**src/rtl/ase_pkg.sv**
```systemverilog
// ase_pkg: shared sizes, types and state codes of the ascending sort engine
// no dependencies; used by ase_cell, ascending_sort_engine and the testbench
package ase_pkg;

  // capacity of the sort chain and width of one value
  localparam int unsigned Depth      = 64;
  localparam int unsigned ValueWidth = 32;

  // element counter holds 0 .. Depth
  localparam int unsigned CountWidth = $clog2(Depth + 1);

  // stream word width: value rounded up to whole bytes
  localparam int unsigned TdataWidth = ((ValueWidth + 7) / 8) * 8;

  typedef logic signed [ValueWidth-1:0] value_t;
  typedef logic [CountWidth-1:0]        count_t;

  // per-cycle command broadcast to every cell
  typedef struct packed {
    logic insert; // place the new value in sorted position
    logic shift;  // move every entry one cell toward the output
  } cell_ctrl_t;

  // controller states, one-hot
  typedef enum logic [1:0] {
    StLoad  = 2'b01,
    StDrain = 2'b10
  } state_e;

endpackage

```
**src/rtl/ase_cell.sv**
```systemverilog
// ase_cell: one slot of the sorted insertion chain
// depends on ase_pkg; instantiated in a row by ascending_sort_engine
module ase_cell (
  input  logic                clk_i,
  input  logic                rst_ni,
  input  ase_pkg::cell_ctrl_t ctrl_i,
  input  ase_pkg::value_t     new_value_i,
  // neighbor toward the output (smaller values)
  input  logic                left_valid_i,
  input  logic                left_gt_i,
  input  ase_pkg::value_t     left_value_i,
  // neighbor away from the output (larger values)
  input  logic                right_valid_i,
  input  ase_pkg::value_t     right_value_i,
  // own state, seen by both neighbors
  output logic                valid_o,
  output logic                gt_o,
  output ase_pkg::value_t     value_o
);

  logic            valid_q, valid_d;
  ase_pkg::value_t value_q, value_d;
  logic            take_new;

  // stored entry is strictly larger than the value being inserted
  assign gt_o = valid_q && (value_q > new_value_i);

  // new value lands in the first cell that is larger or empty
  assign take_new = left_valid_i && !left_gt_i && (gt_o || !valid_q);

  // next entry: drain shift, insertion shift, insertion, or hold
  always_comb begin
    valid_d = valid_q;
    value_d = value_q;
    if (ctrl_i.shift) begin
      valid_d = right_valid_i;
      value_d = right_value_i;
    end else if (ctrl_i.insert) begin
      if (left_gt_i) begin
        valid_d = 1'b1;
        value_d = left_value_i;
      end else if (take_new) begin
        valid_d = 1'b1;
        value_d = new_value_i;
      end
    end
  end

  // occupancy flag
  always_ff @(posedge clk_i or negedge rst_ni) begin
    if (!rst_ni) begin
      valid_q <= 1'b0;
    end else begin
      valid_q <= valid_d;
    end
  end

  // entry value, no reset needed
  always_ff @(posedge clk_i) begin
    value_q <= value_d;
  end

  assign valid_o = valid_q;
  assign value_o = value_q;

endmodule

```
**config.mk**
```make
export PLATFORM = sky130hd
export DESIGN_NAME = ase_cell
export DESIGN_NICKNAME = d
export VERILOG_FILES = /design/src/rtl/ase_pkg.sv /design/src/rtl/ase_cell.sv
export SDC_FILE = /design/constraint.sdc
export NUM_CORES = 1
export LEC_CHECK = 0
export BUFFER_PORTS_ARGS = -buffer_cell sky130_fd_sc_hd__buf_2
export CORE_ASPECT_RATIO = 1.1
export CORE_UTILIZATION = 30
export CTS_CLUSTER_DIAMETER = 80
export DETAILED_ROUTE_END_ITERATION = 6
export HOLD_SLACK_MARGIN = 0.15
export PLACE_DENSITY = 0.62
export SETUP_SLACK_MARGIN = 0.1
export SYNTH_ARGS = -nofsm -noshare
export SYNTH_HDL_FRONTEND = slang
export SYNTH_SLANG_ARGS = --single-unit
```
**constraint.sdc**
```tcl
create_clock -name clk_i -period 4.7 [get_ports clk_i]
set_input_delay 0.235 -clock clk_i [delete_from_list [all_inputs] [get_ports clk_i]]
set_output_delay 0.235 -clock clk_i [all_outputs]
set_load 0.05 [all_outputs]
```
==> Yosys cells after proc, flatten, opt, wreduce, memory -nomap -nowiden <==
Index checks and enable logic that the tools add are counted.
{ "totals": {"output_inout_bits": 34, "input_bits": 103, "regBits": 33, "elab_cells": 20} }
{ "classes": {"mux": 8, "n_reduce_logical": 9, "order_cmp": 1} }
{ "ops": {"columns": ["operator", "n"], "rows": [
  ["2-to-1 mux 32 bit", 4],
  ["greater-than comparator 32 bit", 1],
  ["2-to-1 mux 1 bit", 4],
  ["logical AND 1 bit", 3],
  ["nonzero test 3 bit", 1],
  ["logical NOT 1 bit", 2],
  ["AND reduction 2 bit", 1],
  ["nonzero test 2 bit", 1],
  ["logical OR 1 bit", 1]
]} }

==> Longest topological paths before layout <==
Gate-level depths: netlist of the first run.
{ "depth": {"word_depth": 8, "depth_mapped": 8, "mapped_depth_nobuf": 8} }

==> Least setup slack after synthesis of the first run <==
No wires, ideal clock.
{ "synth_path": {"path_kind": "register -> register", "from": "reg value_q[14] (netlist: value_o[14])", "to": "reg value_q[0] (netlist: value_o[0]) (enable)", "path_buffers": 0, "synth_period_minus_slack_ns": 4.228, "stages_incl_launch_ff": 8, "setup_ns": 0.442, "arrival_ns": 3.786, "path_slack_ns": 0.472, "cell_sequence": "edfxtp_1 -> ha_1 -> nand4_1 -> nor4_1 -> a21boi_2 -> o31a_2 -> a2111oi_4 -> o41ai_2"} }
{ "synth_via": {"elab_chain_cells": 6} }
{ "synth_rtl": {"columns": ["item", "line", "text"], "rows": [
  ["from (decl)", "ase_cell.sv:22", "ase_pkg::value_t value_q, value_d;"],
  ["from (signal assigned)", "ase_cell.sv:60", "value_q <= value_d;"],
  ["greater-than comparator 32 bit", "ase_cell.sv:26", "assign gt_o = valid_q && (value_q > new_value_i);"],
  ["logical AND 1 bit", "ase_cell.sv:26", null],
  ["logical OR 1 bit", "ase_cell.sv:29", "assign take_new = left_valid_i && !left_gt_i && (gt_o || !valid_q);"],
  ["logical AND 1 bit", "ase_cell.sv:29", null],
  ["nonzero test 3 bit (no source line)", null, null],
  ["AND reduction 2 bit (no source line)", null, null]
]} }
Every way passes these cells.
A chain may end at the register's enable or synchronous reset.

==> Final worst setup path of the first run <==
{ "layout_path": {"from": "reg value_q[14] (netlist: value_o[14])", "to": "out gt_o"} }
{ "layout_via": {"elab_chain_cells": 2} }
{ "layout_rtl": {"columns": ["item", "line", "text"], "rows": [
  ["greater-than comparator 32 bit", "ase_cell.sv:26", null],
  ["logical AND 1 bit", "ase_cell.sv:26", null],
  ["to (decl)", "ase_cell.sv:17", "output logic gt_o,"]
]} }
Every way passes these cells.

==> metrics, run 1 <==
outcome=finished clean; DRT Pass-1 Iters=4; commonest non-fill, non-tap cell in the layout=buf_2; internal cell power=0.595 mW; via count=2,365; family with the most delay on the worst path=simple AND/OR/NAND/NOR gates; Avg Vias per Cell=4.67; critical path endpoint category=output port; period utilisation layout=0.630; core footprint=8040 um^2; total die area=8760 um^2; share of the synthesized area in the top cell type=0.382; Fin Clk Skew=0.00373 ns; worst-skew pair later-pin latency=0.28 ns; CTS clk-pin slew, worst paths=0.07 ns; Final Max Slew Viols=0; # DRC=0; share of layout cells above drive strength 1=0.377; Clock Path Buffers=2; CP max FO=3; initial antenna violation count=1; sw frac=0.387; clock root buffer=clkbuf_8; Tmin final=2.96 ns; die span in y=98.1 um; CTS tree=done; Initial DRC Count=33; Seq cells post-synth=33; initial core utilization=0.313; Worst EP required=4.47 ns; Site Rows=34; IR Drop Worst-Case VDD=131 uV; GR Overflow Total=0; top cells by area, synth=edfxtp_1, ha_1, mux2i_1; total wire length=6580 um; switching power=0.376 mW; Gate power share=0.389; # diodes=0; unrepaired setup endpoints after global routing=false; worst slew pin tran=1.03 ns; CP max stage cell=nor4_1; Final ANT Viol Nets=0; commonest non-fill, non-tap cells in the layout=buf_2, nand2_1, o21ai_0; Worst Path Class, Setup=flop to output port; Yosys Warn Count=0; Syn Inst Count=262; Max stage delay on crit path=0.45 ns; Worst setup SP type=flop; post-synthesis cell area=2520 um^2; CTS Sinks=33; Hold Path Class=input pin to flop; fmax=338 MHz; Slew Limit Headroom=0.315; syn avg cell area=9.61 um^2; clock share of power=0.212; largest net degree at the start of global routing=68; first-pass GRT wire length=10,300 um; largest area contributor in the netlist=edfxtp_1; Final #Nets=532; vias in the first global route=2,313; port bufs=136; GR Util All Layers=0.152; Hold Vio Cnt, Final=0; area grow syn2layout=35.3%; Die X=89.3 um; library cells used by synthesis=30; Pleak=1.78 nW; post-detail-place hpwl=5230 um; H-tree levels=2; Critical Path AT=2.73 ns; max_cap viols=0; GPL Wtd Cong=0.742; sequential share of power=0.399; cts bufs inserted=5; setup TNS=0 ns; Routed WL per cell=13.0 um; final setup fails=0; sequential-to-total area share from yosys stat=0.392; non-filler cells, final=506; I/O Pins=137; syn_nets=397; Crit path buffers/inverters=1; PD cells=285 nW/um^2; post_cts resized=0; crit path cell chain=ha_1, nand4_1, nor4_1, a21boi_2, o31a_2, a2111oi_4, nor4b_1, buf_2; Cells after DPL=497
cell type report:
class                           instances  area, um^2
Tap cell                              108         135
Clock inverter                          2        10.0
Sequential cell                        33         986
Multi-Input combinational cell        186        1380
Fill cell                             845        4630
Inverter                               32         120
Clock buffer                            6        72.6
Timing Repair Buffer                  139         706
power groups by stage:
stage / Combinational [mW] / Clock (mW) / Sequential (mW)
2_1_floorplan: 0.137 / 0 / 0.515
3_3_place_gp: 0.376 / 0 / 0.391
3_5_place_dp: 0.381 / 0 / 0.395
4_1_cts: 0.383 / 0.216 / 0.388
5_1_grt: 0.417 / 0.231 / 0.392
6_report: 0.378 / 0.206 / 0.387
path summary, 6_finish.rpt:
check	to	cells after the start	startpoint	slack, ns
setup / recovery	gt_o	8	value_o[14]$_DFFE_PP_	1.74
setup reg to reg	value_o[11]$_DFFE_PP_	8	value_o[14]$_DFFE_PP_	1.78
min in group asynchronous	valid_o$_DFFE_PN0P_	2	rst_ni	0.27
hold / removal	valid_o$_DFFE_PN0P_	3	right_valid_i	0.17
hold reg to reg	valid_o$_DFFE_PN0P_	2	valid_o$_DFFE_PN0P_	0.64
max in group asynchronous	valid_o$_DFFE_PN0P_	2	rst_ni	4.35
what timing repair did:
item / CTS / global route
hold buffers: 1 / 0
endpoints found under the hold margin: 1 / 0
buffers inserted: 0 / 0
sequential cells by signal, indices dropped and copies added, names as in the netlist:
register	flops
value_o	32
valid_o	1
per-layer routing:
layer	wire, um	global-route usage	share of wire	up-vias
met4	50	0.0330	0.0076	2
met2	3280	0.284	0.50	94
met1	2790	0.168	0.42	1050
met3	444	0.0397	0.067	7
li1	-	-	-	1212
met5	18	0	0.0027	-
synthesized netlist by cell type:
master,n
nand2_1,39
o21ai_0,38
edfxtp_1,32
ha_1,32
inv_1,32
mux2i_1,32
a21oi_1,12
clkbuf_1,8
nand4_1,6
nor2_1,5
buf_2,3
a21o_1,2
nand2b_1,2
nand3_1,2
nor4_1,2
a2111oi_4,1
a211oi_1,1
a21boi_2,1
a221o_1,1
a221oi_1,1
and3_2,1
and4_1,1
dfrtp_1,1
nor2b_1,1
nor3_1,1
nor4b_1,1
o211ai_1,1
o21a_1,1
o31a_2,1
o41ai_2,1
kinds of logic after synthesis:
family | Yosys count | synth area share
simple gates | 61 | 0.109
buf+inv | 43 | 0.0656
compound gates | 61 | 0.148
flops | 33 | 0.392
fa+ha+maj | 32 | 0.159
mux | 32 | 0.127
tightest hold or removal path, delay by kind of cell:
family | cells | cell delay, ns
simple gates | 1 | 0.04
compound gates | 1 | 0.06
buf+inv | 1 | 0.08
metrics by stage:
step / instance area [um^2] / power (mW) / util / setup WS (ns) / hold slack, ns
finish: 3410 / 0.971 / 0.424 / 1.74 / 0.168
global route: 3410 / 1.04 / 0.424 / 1.44 / 0.176
CTS: 3410 / 0.988 / 0.424 / 1.73 / 0.162
detailed placement: 3310 / 0.776 / 0.412 / 1.73 / 0.0124
global placement: 3310 / 0.767 / 0.412 / 1.84 / 0.00970
floorplan: 2520 / 0.652 / - / 0.472 / -0.0606
Note: power is estimated with default switching activity, not from simulation.
==> run 2, diff against run 1 <==
--- a/config.mk
+++ b/config.mk
@@ -11,7 +11,7 @@
 export CTS_CLUSTER_DIAMETER = 80
 export DETAILED_ROUTE_END_ITERATION = 6
 export HOLD_SLACK_MARGIN = 0.15
-export PLACE_DENSITY = 0.62
+export PLACE_DENSITY = 0.64
 export SETUP_SLACK_MARGIN = 0.1
 export SYNTH_ARGS = -nofsm -noshare
 export SYNTH_HDL_FRONTEND = slang
==> constraint.sdc (replaced) <==
create_clock -name clk_i -period 2.5 [get_ports clk_i]
set_input_delay 0.125 -clock clk_i [delete_from_list [all_inputs] [get_ports clk_i]]
set_output_delay 0.125 -clock clk_i [all_outputs]
set_load 0.05 [all_outputs]
==> run 2 against run 1 <==
Against the previous run: the run now ends with setup timing left; sequential power is 90% higher; combinational power is 120% higher; clock power is 80% higher; wire length is 9.1% higher; clock skew is 0.0012 ns lower; critical path type unchanged; highest routed layer is now met4.
==> metrics, run 2 (synthesis gave the netlist of run 1 again) <==
outcome=finished, violations left; violated checks=setup timing; H-tree levels=2 (unchanged); max reg flops=32 (unchanged); Worst setup SP type=flop; Pleak=1.94 nW (+8.9%); CP max stage cell=edfxtp_1; internal cell power=1.18 mW (+99%); Worst EP required=2.38 ns (-2.09 ns); DRT Pass-1 Iters=4 (unchanged); Hold Path Class=input pin to flop; share of layout cells above drive strength 1=0.396 (+0.0194); Gate power share=0.424 (+0.035); worst-skew pair later-pin latency=0.27 ns (about the same); Final #Nets=564 (+6.0%); Worst Path Class, Setup=flop to output port; first-pass GRT wire length=11,000 um (+7.6%); Avg Vias per Cell=4.56 (-2.5%); Worst Slack Setup Final=-0.199 ns (-1.94 ns); GR Util All Layers=0.165 (+0.0135); GR Overflow Total=0 (unchanged); family with the most delay on the worst path=compound AO/OA/AOI/OAI gates; Tmin final=2.70 ns; critical path endpoint category=output port; # diodes=0 (unchanged); largest net degree at the start of global routing=38 (-44%); sequential share of power=0.383 (-0.016); max_cap viols=0 (unchanged); worst slew pin tran=0.576 ns (-0.451 ns); final setup fails=33 (+33); period utilisation layout=1.08; # DRC=0 (unchanged); Die X=89.3 um (unchanged); vias in the first global route=2,465 (+6.6%); die span in y=98.1 um (unchanged); hold slack=0.152 ns (-0.0158 ns); Final Max Slew Viols=0 (unchanged); I/O Pins=137 (unchanged); port bufs=136 (unchanged); Critical Path AT=2.57 ns (-0.16 ns); commonest non-fill, non-tap cells in the layout=buf_2, nand2_1, o21ai_0; total wire length=7180 um (+9.1%); crit path cell chain=ha_4, a21oi_1, o21ai_1, a221o_1, o31a_2, a2111oi_4, buf_4, nor4b_4, buf_6; CTS Sinks=33 (unchanged); clock root buffer=clkbuf_8; area grow syn2layout=52.5%; Site Rows=34 (unchanged); Post-Place Setup Slack=-0.104 ns (-1.84 ns); cts bufs inserted=5 (unchanged); total die area=8760 um^2 (unchanged); unrepaired setup endpoints after global routing=true; CTS clk-pin slew, worst paths=0.06 ns (about the same); initial antenna violation count=0 (-1); Max stage delay on crit path=0.43 ns (-0.02 ns); sw frac=0.383 (-0.00433); Crit path buffers/inverters=2 (+1); fmax=371 MHz; initial core utilization=0.313 (unchanged); clock share of power=0.193 (-0.019); CTS tree=done; Fin Clk Skew=0.00255 ns (-0.00118 ns); Routed WL per cell=13.4 um (+2.8%); GPL Wtd Cong=0.749 (+0.98%); Hold Vio Cnt, Final=0 (unchanged); Initial DRC Count=59 (+79%); Slew Limit Headroom=0.616 (+0.301); PD cells=499 nW/um^2 (+75%); switching power=0.734 mW (+95%); core footprint=8040 um^2 (unchanged); via count=2,448 (+3.5%); post-detail-place hpwl=5590 um (+7.0%); commonest non-fill, non-tap cell in the layout=buf_2; Clock Path Buffers=2 (unchanged); CP max FO=2 (-1); Final ANT Viol Nets=0 (unchanged); IR Drop Worst-Case VDD=252 uV (+92%)
-- run 2: cell types whose count changed in the layout (fill, tap and decap cells not counted), sizes merged --
cell | previous run | this run
dlygate4sd3 | 1 | 23
buf | 138 | 148
clkinv | 2 | 1
-- run 2: stage by stage --
stage | total power, mW | util | instance area [um^2] | setup TNS [ns] | cells
global route | 2.04 | 0.478 | 3840 | -11.10 | 537
detailed placement | 1.49 | 0.424 | 3410 | -2.97 | 502
CTS | 1.93 | 0.474 | 3810 | -6.43 | 536
finish | 1.92 | 0.478 | 3840 | -5.52 | 537
floorplan | 1.24 | - | 2580 | -25.53 | 262
global placement | 1.47 | 0.424 | 3410 | -0.256 | 502
-- run 2: worst reg2reg max path: cells and delay by family (launching register included) --
family,cells,cell delay [ns]
AOI/OAI and AO/OA,4,0.69
DFF,1,0.42
and+or+nand+nor,2,0.38
adders and majority gates,1,0.30
buffers and inverters,3,0.58
-- run 2: what timing repair did --
action,4_1_cts,5_1_grt
setup buffers,5,0
endpoints found under the setup margin,33,33
gates resized for setup,13,2
hold endpoints to repair,22,1
hold buffers,22,1
cloned,0,0
pin swaps,9,0
-- run 2: worst paths after layout --
check,slack [ns],end,cells after the start,from
worst min-delay path,0.15,value_o[27]$_DFFE_PP_,3,right_value_i[27]
worst max register to register,-0.18,value_o[12]$_DFFE_PP_,10,value_o[14]$_DFFE_PP_
worst max-delay path,-0.20,gt_o,9,value_o[5]$_DFFE_PP_
worst min register to register,0.66,valid_o$_DFFE_PN0P_,2,valid_o$_DFFE_PN0P_
min in group asynchronous,0.19,valid_o$_DFFE_PN0P_,2,rst_ni
max in group asynchronous,2.22,valid_o$_DFFE_PN0P_,2,rst_ni
-- run 2: power by group through the flow --
stage / registers [mW] / logic [mW] / clock network (mW)
3_3_place_gp: 0.741 / 0.730 / 0
2_1_floorplan: 0.971 / 0.271 / 0
5_1_grt: 0.743 / 0.887 / 0.412
6_report: 0.735 / 0.813 / 0.370
4_1_cts: 0.734 / 0.812 / 0.388
3_5_place_dp: 0.745 / 0.745 / 0
-- run 2: area by class of cell --
class / count / area (um^2)
clock inverters: 1 / 3.75
flip-flops and latches: 33 / 986
multi-input cells: 186 / 1510
fillers: 790 / 4200
clock buffers: 6 / 72.6
repair buffers: 171 / 1010
well taps: 108 / 135
inverters: 32 / 120
-- run 2: per-layer routing --
layer | track usage | part of all wire | vias up
met5 | 0 | 0 | -
met3 | 0.0380 | 0.070 | 6
met4 | 0.0330 | 0.0065 | 0
met1 | 0.185 | 0.41 | 1067
li1 | - | - | 1273
met2 | 0.312 | 0.51 | 102
==> run 3, diff against run 2 <==
--- a/config.mk
+++ b/config.mk
@@ -13,6 +13,7 @@
 export HOLD_SLACK_MARGIN = 0.15
 export PLACE_DENSITY = 0.64
 export SETUP_SLACK_MARGIN = 0.1
+export SKIP_LAST_GASP = 1
 export SYNTH_ARGS = -nofsm -noshare
 export SYNTH_HDL_FRONTEND = slang
 export SYNTH_SLANG_ARGS = --single-unit
==> run 3 against run 2 <==
Against the previous run: the flow still finishes with violations (setup timing); count of clock-buffer cells in the layout unchanged; sequential cell count unchanged; sequential share of layout area grew 0.084 points; wire length hardly changed; hold slack unchanged; maximum frequency about the same; register-to-register slack hardly changed; cell count unchanged; via count is essentially flat; core utilization down 0.16 points; highest routed layer unchanged.
==> metrics, run 3 (synthesis gave the netlist of run 1 again) <==
violated checks=setup timing; Slew Limit Headroom=0.616 (about the same); setup TNS=-5.61 ns (-0.0858 ns); share of layout cells above drive strength 1=0.394 (-0.00233); Die X=89.3 um (unchanged); port bufs=136 (unchanged); total die area=8760 um^2 (unchanged); Site Rows=34 (unchanged); CTS clk-pin slew, worst paths=0.06 ns (about the same); Worst EP required=2.38 ns (about the same); outcome=finished, violations left; via count=2,446 (-0.082%); switching power=0.733 mW (-0.20%); PD cells=500 nW/um^2 (+0.14%); Layout Utilization=0.476 (-0.00156); Reg2Reg Depth=10 (unchanged); post-detail-place hpwl=5590 um (unchanged); vias in the first global route=2,465 (unchanged); GPL Wtd Cong=0.749 (unchanged); initial antenna violation count=0 (unchanged); Worst R2R Setup Slack=-0.18 ns (about the same); Fin Clk Skew=0.00255 ns (-0.0000000300 ns); CTS tree=done; GR Overflow Total=0 (unchanged); unrepaired setup endpoints after global routing=true; Final #Nets=564 (unchanged); H-tree levels=2 (unchanged); total wire length=7180 um (about the same); CP max FO=2 (unchanged); largest net degree at the start of global routing=38 (unchanged); internal cell power=1.18 mW (-0.18%); Crit Reg-Reg Startpoint=value_o[14]$_DFFE_PP_; Hold EP=value_o[27]$_DFFE_PP_; DRT Pass-1 Iters=4 (unchanged); sw frac=0.383 (about the same); Critical Path AT=2.57 ns (about the same); Tmin final=2.70 ns (-0.000568 ns); Hold Path Class=input pin to flop; Pleak=1.94 nW (about the same); Avg Vias per Cell=4.55 (about the same); Fill cells=791 (+0.13%); clock share of power=0.193 (about the same); Worst Hold Launch=right_value_i[27]; Final ANT Viol Nets=0 (unchanged); clock root buffer=clkbuf_8; initial core utilization=0.313 (unchanged); non-filler cells, final=537 (unchanged); Final Max Slew Viols=0 (unchanged); die span in y=98.1 um (unchanged); # DRC=0 (unchanged); cts bufs inserted=5 (unchanged); I/O Pins=137 (unchanged); sequential share of power=0.384 (about the same); IR Drop Worst-Case VDD=249 uV (-1.0%); GR Util All Layers=0.165 (unchanged); Worst Slack Setup Final=-0.198 ns (+0.000568 ns); worst slew pin tran=0.576 ns (+0.000246 ns); Clock Path Buffers=2 (unchanged); CTS Sinks=33 (unchanged); Worst setup SP type=flop; commonest non-fill, non-tap cells in the layout=buf_2, nand2_1, o21ai_0; Hold Crit Depth=3 (unchanged); Cells after DPL=502 (unchanged); Hold Vio Cnt, Final=0 (unchanged); Post-Place Setup Slack=-0.104 ns (unchanged); Routed WL per cell=13.4 um (about the same); # diodes=0 (unchanged); max_cap viols=0 (unchanged); final setup fails=33 (unchanged); commonest non-fill, non-tap cell in the layout=buf_2; core footprint=8040 um^2 (unchanged); Initial DRC Count=61 (+3.4%); Worst Path Class, Setup=flop to output port; period utilisation layout=1.08 (about the same); fmax=371 MHz (about the same); max reg flops=32 (unchanged); first-pass GRT wire length=11,000 um (unchanged); Gate power share=0.423 (about the same); area grow syn2layout=52.0%; r2r endpoint=value_o[12]$_DFFE_PP_; worst-skew pair later-pin latency=0.27 ns (about the same); critical path endpoint category=output port
==> run 3: cell counts in the layout (fill, tap and decap cells not counted) <==
No cell type changed its count.
==> run 3: stage by stage <==
| stage | hold slack, ns | instance area [um^2] | total power, mW |
|---|---|---|---|
| final | 0.152 | 3830 | 1.91 |
| after global routing | 0.163 | 3830 | 2.04 |
| after CTS | 0.150 | 3810 | 1.93 |
| after detailed placement | -0.0972 | 3410 | 1.49 |
| after global placement | -0.100 | 3410 | 1.47 |
| after floorplan | -0.171 | 2580 | 1.24 |
==> run 3: what timing repair did <==
action,CTS,global route
hold buffers,22,1
endpoints found under the hold margin,22,1
buffers inserted,5,0
endpoints found under the setup margin,33,33
pin swaps,9,0
gates resized for setup,13,1
==> run 3: final cells by class <==
class	instances	area, um^2	share of cell area
multi-input combinational	186	1500	0.391
timing repair buffer	171	1010	0.265
sequential	33	986	0.258
tap	108	135	0.0353
inverter	32	120	0.0314
clock buffer	6	72.6	0.0190
clock inverter	1	3.75	0.000981
==> run 3: worst max path at each step <==
stage | start | endpoint | slack (ns) | cells past startpoint
global placement | value_o[10]$_DFFE_PP_ | value_o[14]$_DFFE_PP_ | -0.02 | 8
CTS | value_o[14]$_DFFE_PP_ | gt_o | -0.21 | 10
floorplan | value_o[10]$_DFFE_PP_ | value_o[0]$_DFFE_PP_ | -0.79 | 7
detailed placement | value_o[17]$_DFFE_PP_ | value_o[13]$_DFFE_PP_ | -0.10 | 8
global route | value_o[15]$_DFFE_PP_ | value_o[11]$_DFFE_PP_ | -0.36 | 10
finish | value_o[5]$_DFFE_PP_ | gt_o | -0.20 | 9
==> run 3: worst max-delay path, cell delays in order, from the launching register on <==
cell and delay [ns]:
edfxtp_1 0.43, ha_4 0.24, a21oi_1 0.15, o21ai_1 0.09, a221o_1 0.34, o31a_2 0.32, a2111oi_4 0.35, buf_4 0.18
nor4b_4 0.04, buf_6 0.17
==> run 3: power groups by stage <==
stage	sequential [mW]	clock, mW	combinational (mW)
2_1_floorplan	0.971	0	0.271
3_3_place_gp	0.741	0	0.730
3_5_place_dp	0.745	0	0.745
4_1_cts	0.734	0.388	0.812
5_1_grt	0.742	0.412	0.884
6_report	0.734	0.370	0.810
==> run 3: per-layer routing <==
layer | track usage | vias up | part of all wire
met4 | 0.0330 | 0 | 0.0065
li1 | - | 1273 | -
met1 | 0.185 | 1065 | 0.41
met2 | 0.312 | 102 | 0.51
met5 | 0 | - | 0
met3 | 0.0380 | 6 | 0.070
